**src/hdl/iredf_pkg.sv**
```systemverilog
// Package for the IR edge-interval frame decoder.
// Holds widths, register indexes, status codes and the shared structs.
// No dependencies.
package iredf_pkg;

  localparam int FRAME_BITS = 32;              // bit intervals per data frame
  localparam int IV_W       = 16;              // interval tick count width
  localparam int WORD_W     = 32;              // stored frame word width
  localparam int CNT_W      = 6;               // bit counter width
  localparam int BIT_IDX_W  = $clog2(WORD_W);  // index into the frame word
  localparam int REG_IDX_W  = 2;               // configuration index width

  // Configuration register indexes
  localparam logic [REG_IDX_W-1:0] REG_LEADER_MIN    = 2'd0;
  localparam logic [REG_IDX_W-1:0] REG_LEADER_MAX    = 2'd1;
  localparam logic [REG_IDX_W-1:0] REG_REPEAT_MIN    = 2'd2;
  localparam logic [REG_IDX_W-1:0] REG_ONE_THRESHOLD = 2'd3;

  // Reset values of the configuration registers
  localparam logic [IV_W-1:0] RST_LEADER_MIN    = 16'd13000;
  localparam logic [IV_W-1:0] RST_LEADER_MAX    = 16'd14000;
  localparam logic [IV_W-1:0] RST_REPEAT_MIN    = 16'd10000;
  localparam logic [IV_W-1:0] RST_ONE_THRESHOLD = 16'd1700;

  // Result status codes
  typedef enum logic [1:0] {
    ST_ACCEPT = 2'd0,
    ST_REPEAT = 2'd1,
    ST_REJECT = 2'd2
  } status_t;

  // Decoder thresholds
  typedef struct packed {
    logic [IV_W-1:0] leader_min;
    logic [IV_W-1:0] leader_max;
    logic [IV_W-1:0] repeat_min;
    logic [IV_W-1:0] one_threshold;
  } cfg_t;

  // One result from the decode step
  typedef struct packed {
    logic              valid;
    status_t           status;
    logic [WORD_W-1:0] frame_word;
  } res_t;

endpackage

```
**src/hdl/iredf_core.sv**
```systemverilog
// Decode step of the IR edge-interval frame decoder: phase, bit counter and
// shift word, updated once per processed interval. Depends on iredf_pkg.
module iredf_core
  import iredf_pkg::*;
(
  input  logic            clk,
  input  logic            rst,
  input  logic            step,      // process one interval this cycle
  input  logic [IV_W-1:0] interval,
  input  cfg_t            cfg,
  output res_t            res        // result of this step, valid with step
);

  typedef enum logic [1:0] {
    PH_START  = 2'd0,
    PH_LEADER = 2'd1,
    PH_READ   = 2'd2
  } phase_t;

  phase_t              phase, phase_next;
  logic [CNT_W-1:0]    bit_count, bit_count_next;
  logic [WORD_W-1:0]   shift_word, shift_word_next;
  logic [CNT_W:0]      count_inc;
  logic [WORD_W-1:0]   word_set;
  logic                leader_ok;

  assign leader_ok = (interval > cfg.leader_min) && (interval < cfg.leader_max);
  assign count_inc = {1'b0, bit_count} + (CNT_W+1)'(1);

  // Set the current bit when the interval is long; drop bits past the word
  always_comb begin
    word_set = shift_word;
    if ((interval > cfg.one_threshold) && ({1'b0, bit_count} < (CNT_W+1)'(WORD_W))) begin
      word_set[bit_count[BIT_IDX_W-1:0]] = 1'b1;
    end
  end

  // Classify the interval by phase
  always_comb begin
    phase_next      = phase;
    bit_count_next  = bit_count;
    shift_word_next = shift_word;
    res.valid       = 1'b0;
    res.status      = ST_ACCEPT;
    res.frame_word  = '0;
    case (phase)
      PH_LEADER: begin
        if (leader_ok) begin
          phase_next      = PH_READ;
          bit_count_next  = '0;
          shift_word_next = '0;
        end else begin
          res.valid  = 1'b1;
          res.status = (interval > cfg.repeat_min) ? ST_REPEAT : ST_REJECT;
          phase_next = PH_START;
        end
      end
      PH_READ: begin
        if (count_inc >= (CNT_W+1)'(FRAME_BITS)) begin
          res.valid       = 1'b1;
          res.status      = ST_ACCEPT;
          res.frame_word  = word_set;
          phase_next      = PH_START;
          bit_count_next  = '0;
          shift_word_next = '0;
        end else begin
          bit_count_next  = count_inc[CNT_W-1:0];
          shift_word_next = word_set;
        end
      end
      default: begin
        // start edge only opens the leader interval
        phase_next = PH_LEADER;
      end
    endcase
  end

  // Hold state; advance on each step
  always_ff @(posedge clk) begin
    if (rst) begin
      phase      <= PH_START;
      bit_count  <= '0;
      shift_word <= '0;
    end else if (step) begin
      phase      <= phase_next;
      bit_count  <= bit_count_next;
      shift_word <= shift_word_next;
    end
  end

endmodule

```
**src/hdl/ir_edge_interval_frame_decoder.sv**
```systemverilog
// IR edge-interval frame decoder: one item per 1 cycle sustained while the output is
// not stalled; an accepted interval goes to the input register, then decode into the
// result register. The result register frees when taken, so a stall only
// blocks input once both registers hold data.
// Reset (rst, synchronous) clears both valid flags, the decode state, and loads
// the threshold registers with their default tick counts.
module ir_edge_interval_frame_decoder
  import iredf_pkg::*;
(
  input  logic                 clk,
  input  logic                 rst,
  input  logic                 s_tvalid,
  output logic                 s_tready,
  input  logic [IV_W-1:0]      s_tdata,    // [15:0] interval
  output logic                 m_tvalid,
  input  logic                 m_tready,
  output logic [WORD_W-1:0]    m_tdata,    // [31:0] frame_word
  output logic [1:0]           m_tuser,    // [1:0] status
  input  logic                 cfg_we,
  input  logic [REG_IDX_W-1:0] cfg_index,
  input  logic [IV_W-1:0]      cfg_wdata
);

  cfg_t            cfg;
  logic            iv_valid;
  logic [IV_W-1:0] iv_data;
  logic            step;
  res_t            res;
  status_t         status_reg;

  // Process the held interval when the result register has room
  assign step     = iv_valid && (!m_tvalid || m_tready);
  assign s_tready = !iv_valid || step;

  // Configuration registers
  always_ff @(posedge clk) begin
    if (rst) begin
      cfg.leader_min    <= RST_LEADER_MIN;
      cfg.leader_max    <= RST_LEADER_MAX;
      cfg.repeat_min    <= RST_REPEAT_MIN;
      cfg.one_threshold <= RST_ONE_THRESHOLD;
    end else if (cfg_we) begin
      case (cfg_index)
        REG_LEADER_MIN:    cfg.leader_min    <= cfg_wdata;
        REG_LEADER_MAX:    cfg.leader_max    <= cfg_wdata;
        REG_REPEAT_MIN:    cfg.repeat_min    <= cfg_wdata;
        REG_ONE_THRESHOLD: cfg.one_threshold <= cfg_wdata;
        default: ;
      endcase
    end
  end

  // Input register
  always_ff @(posedge clk) begin
    if (rst) begin
      iv_valid <= 1'b0;
    end else if (s_tready) begin
      iv_valid <= s_tvalid;
    end
  end

  always_ff @(posedge clk) begin
    if (s_tready && s_tvalid) begin
      iv_data <= s_tdata;
    end
  end

  iredf_core u_core (
    .clk      (clk),
    .rst      (rst),
    .step     (step),
    .interval (iv_data),
    .cfg      (cfg),
    .res      (res)
  );

  // Result register: load a new result, drop a taken one
  always_ff @(posedge clk) begin
    if (rst) begin
      m_tvalid <= 1'b0;
    end else if (step && res.valid) begin
      m_tvalid <= 1'b1;
    end else if (m_tready) begin
      m_tvalid <= 1'b0;
    end
  end

  always_ff @(posedge clk) begin
    if (step && res.valid) begin
      status_reg <= res.status;
      m_tdata    <= res.frame_word;
    end
  end

  assign m_tuser = status_reg;

endmodule

```
**config.mk**
```make
export PLATFORM = sky130hd
export DESIGN_NAME = ir_edge_interval_frame_decoder
export DESIGN_NICKNAME = d
export VERILOG_FILES = /design/src/hdl/iredf_pkg.sv /design/src/hdl/iredf_core.sv /design/src/hdl/ir_edge_interval_frame_decoder.sv
export SDC_FILE = /design/constraint.sdc
export NUM_CORES = 1
export LEC_CHECK = 0
export ABC_CLOCK_PERIOD_IN_PS = 5500
export BUFFER_PORTS_ARGS = -buffer_cell sky130_fd_sc_hd__buf_2
export CAP_MARGIN = 40
export CELL_PAD_IN_SITES_DETAIL_PLACEMENT = 0
export CELL_PAD_IN_SITES_GLOBAL_PLACEMENT = 2
export CORE_UTILIZATION = 31
export DETAILED_ROUTE_END_ITERATION = 8
export PLACE_DENSITY = 0.71
export SLEW_MARGIN = 30
export SYNTH_ARGS = -nofsm -noshare
export SYNTH_HDL_FRONTEND = slang
export SYNTH_HIERARCHICAL = 1
export SYNTH_SLANG_ARGS = --single-unit
```
**constraint.sdc**
```tcl
create_clock -name clk -period 5.5 [get_ports clk]
set_clock_uncertainty 0.2 [all_clocks]
set_input_delay 0.55 -clock clk [delete_from_list [all_inputs] [get_ports clk]]
set_output_delay 0.55 -clock clk [all_outputs]
set_load 0.01 [all_outputs]
```
==> impl_metrics.tcl <==
set metrics [dict create \
    n_fill_cell 2543 \
    hold_viol_final 0 \
    ir_worst_vdd_mv 0.204 \
    synth.yosys.seq_area_share_pct 46.4 \
    setup_viol 0 \
    drt_iter0_markers 263 \
    cts_resized 0 \
    die_area_um2 25800 \
    synthCells 791 \
    synth_fa_ha_area_share_pct 11.1 \
    syn_area_um2 7810 \
    syn_to_final_growth_pct 17.4 \
    grt_max_degree 66 \
    cp-start-kind "flop" \
    synth_flop_cell "dfxtp_1" \
    worstSkewPairLatency_ps 430 \
    synthMuxAreaShare_pct 8.20 \
    cpMostUsedCell "buf_4" \
    synth_top_family_by_area "simple AND/OR/NAND/NOR gates" \
    relSlewSlack_pct 54.8 \
    fmax_mhz 292 \
    routed_via_density 4.64 \
    p_total_w 0.00266 \
    syn_nets 899 \
    cts_made_buffers 17 \
    start_util_pct 31.8 \
    cts_hold_repair.buffers 0 \
    grt_usage_pct 15.7 \
    drv_slew 0 \
    core_um2 24500 \
    ys_ff_latch 156 \
    fin_setup_tns_ps 0 \
    worstSetupEndpointType "flop" \
    worstSetupPathType "reg2reg" \
    ant_nets 0 \
    drt-total-wl_um 19300 \
    status "completed" \
    grt_antenna_before_repair 0 \
    synth.avg_cell_area_um2 9.87 \
    yosysUniqueCellTypes 53 \
    cts.sinks 156 \
    io_buffer_count 74 \
    synth_edf_count 50 \
    slowest_stage "o31ai_1" \
    rsz0062_at_grt "no" \
    crit_arrival_ps 3300 \
    fin_crit_ps 3420 \
    use_met1_pct 23.4 \
    p_leak_nw 3.71 \
    fin_nets 967 \
    overflow 0 \
    grt_util_met3_pct 2.56 \
    io_pins 75 \
    grt-busiest-layer "met1" \
    drive_gt1_share_pct 15.5 \
    drc_errors 0 \
    cap_violations 0 \
    die_w_um 161 \
    grt_pass1_wl_um 31200 \
    cts_tree "yes" \
    gp_congestion 0.737 \
    synth_warnings 6 \
    timing.final.crit_share_pct 62.3 \
    critPathMaxFanout 38 \
    wire_per_inst_um 16.1 \
    root_buffer "clkbuf_16" \
    synth_compound_area_share_pct 10.3 \
    vias 5555 \
    num_rows 57 \
    cts_max_path_buffers 2 \
    tightest_slew_ps 676 \
    clk_pin_slew_worst_paths_ps 70 \
    grt_pass1_vias 5576 \
    cts_setup_buffers 0 \
    async_reset_ff_share_pct 0 \
    p_per_area_nw_per_um2 290 \
    cts_htree_levels 4 \
    critPathMaxStageDelay_ps 490 \
    final_common_cell "nor2_1" \
    mostFrequentLayoutCells "nor2_1 (110), dfxtp_1 (106), buf_2 (76), inv_1 (69), ha_1 (69)" \
    use_met2_pct 23.0 \
    dp_hpwl_um 13900 \
    synthSimpleGateAreaFrac_pct 18.2 \
    min_path_type "in2reg" \
    die_y_um 161 \
    drt_first_pass_iters 4 \
    n_antenna_cell 0 \
    crit_path_cell_trace "ha_1 -> a211o_1 -> a31oi_1 -> o31ai_1 -> o211a_1 -> o21ai_2 -> buf_4 -> a21oi_1 -> nand2_1 -> nor2b_2 -> buf_4" \
    critPathRequiredTime_ps 5370 \
    synth_xor_area_share_pct 0 \
]
per-layer routing:
metal	part of all wire (%)	wire (µm)
met1	54	10400
met2	43	8190
met3	2.7	527
met4	0.90	174
met5	0	0
worst paths after layout:
| path | start | to | slack [ps] | cells after the start |
|---|---|---|---|---|
| min | s_tdata[5] | iv_data[5]$_DFFE_PP_ | 90 | 1 |
| max reg2reg | iv_data[2]$_DFFE_PP_ | m_tdata[26]$_DFFE_PP_ | 2080 | 11 |
| min reg2reg | u_core/shift_word[26]$_SDFFE_PP0P_ | u_core/shift_word[26]$_SDFFE_PP0P_ | 270 | 2 |
| max | iv_data[2]$_DFFE_PP_ | m_tdata[26]$_DFFE_PP_ | 2080 | 11 |
per-stage QoR:
step                std cells  util [%]  area [µm²]  setup slack (ps)  hold slack (ps)
floorplan                 791         -        7810              1110              238
global placement         1154      34.4        8440              1810              247
detailed placement       1162      34.8        8540              1760              256
CTS                      1194      37.3        9160              1730             72.2
global route             1196      37.4        9170              1860             73.0
finish                   1196      37.4        9170              2080             90.8
cell type report:
type                            count  area [µm²]  area share [%]
Inverter                           69         259            2.82
Sequential cell                   156        3620            39.5
Multi-Input combinational cell    526        3740            40.8
Tap cell                          324         405            4.42
Timing Repair Buffer               89         524            5.72
Clock buffer                       17         425            4.64
Clock inverter                     15         189            2.06
registers in the layout, summed over array words and instances, names as in the netlist:
signal,cells
cfg,64
m_tdata,32
u_core/shift_word,32
iv_data,16
u_core/bit_count,6
m_tuser,2
u_core/phase,2
iv_valid,1
m_tvalid,1
report_power, final:
| part | internal, W | switching [W] | total (W) |
|---|---|---|---|
| sequential | 0.00121 | 0.0000178 | 0.00123 |
| combinational | 0.0000904 | 0.000129 | 0.000220 |
| clock | 0.000656 | 0.000558 | 0.00121 |
worst max-delay path, delay by kind of cell (launching register included):
| family | cells | cell delay, ps |
|---|---|---|
| buffers and inverters | 2 | 630 |
| adder cells (fa/ha/maj) | 1 | 330 |
| AO/OA/AOI/OAI | 6 | 1220 |
| AND/OR/NAND/NOR | 2 | 200 |
| flip-flops | 1 | 450 |
cell families after synthesis:
family / Yosys count
compound gates: 131
flops: 156
mux: 64
buf+inv: 109
simple gates: 262
fa+ha+maj: 69
cells in the mapped netlist (3+ instances only):
master / instances / share of area (%)
a31oi_1: 33 / 2.6
edfxtp_1: 50 / 19
nor2b_1: 7 / 0.56
clkbuf_1: 16 / 0.77
nand4_1: 11 / 0.88
and2_1: 7 / 0.56
nor4b_4: 4 / 1.2
buf_1: 3 / 0.14
a21oi_1: 58 / 3.7
nor3_1: 8 / 0.51
o21ai_0: 8 / 0.51
nor2_1: 110 / 5.3
mux2i_1: 64 / 8.2
nand3b_1: 5 / 0.48
nand2_1: 18 / 0.87
nor3b_1: 4 / 0.38
dfxtp_1: 106 / 27
inv_1: 69 / 3.3
nand2b_1: 59 / 4.7
and3_1: 8 / 0.64
ha_1: 69 / 11
o31ai_1: 3 / 0.29
o21a_1: 3 / 0.29
o21ai_1: 3 / 0.19
and4_1: 3 / 0.34
o211ai_1: 3 / 0.29
nand3_1: 8 / 0.51
buf_2: 17 / 1.1
Note: power is estimated with default switching activity, not from simulation.
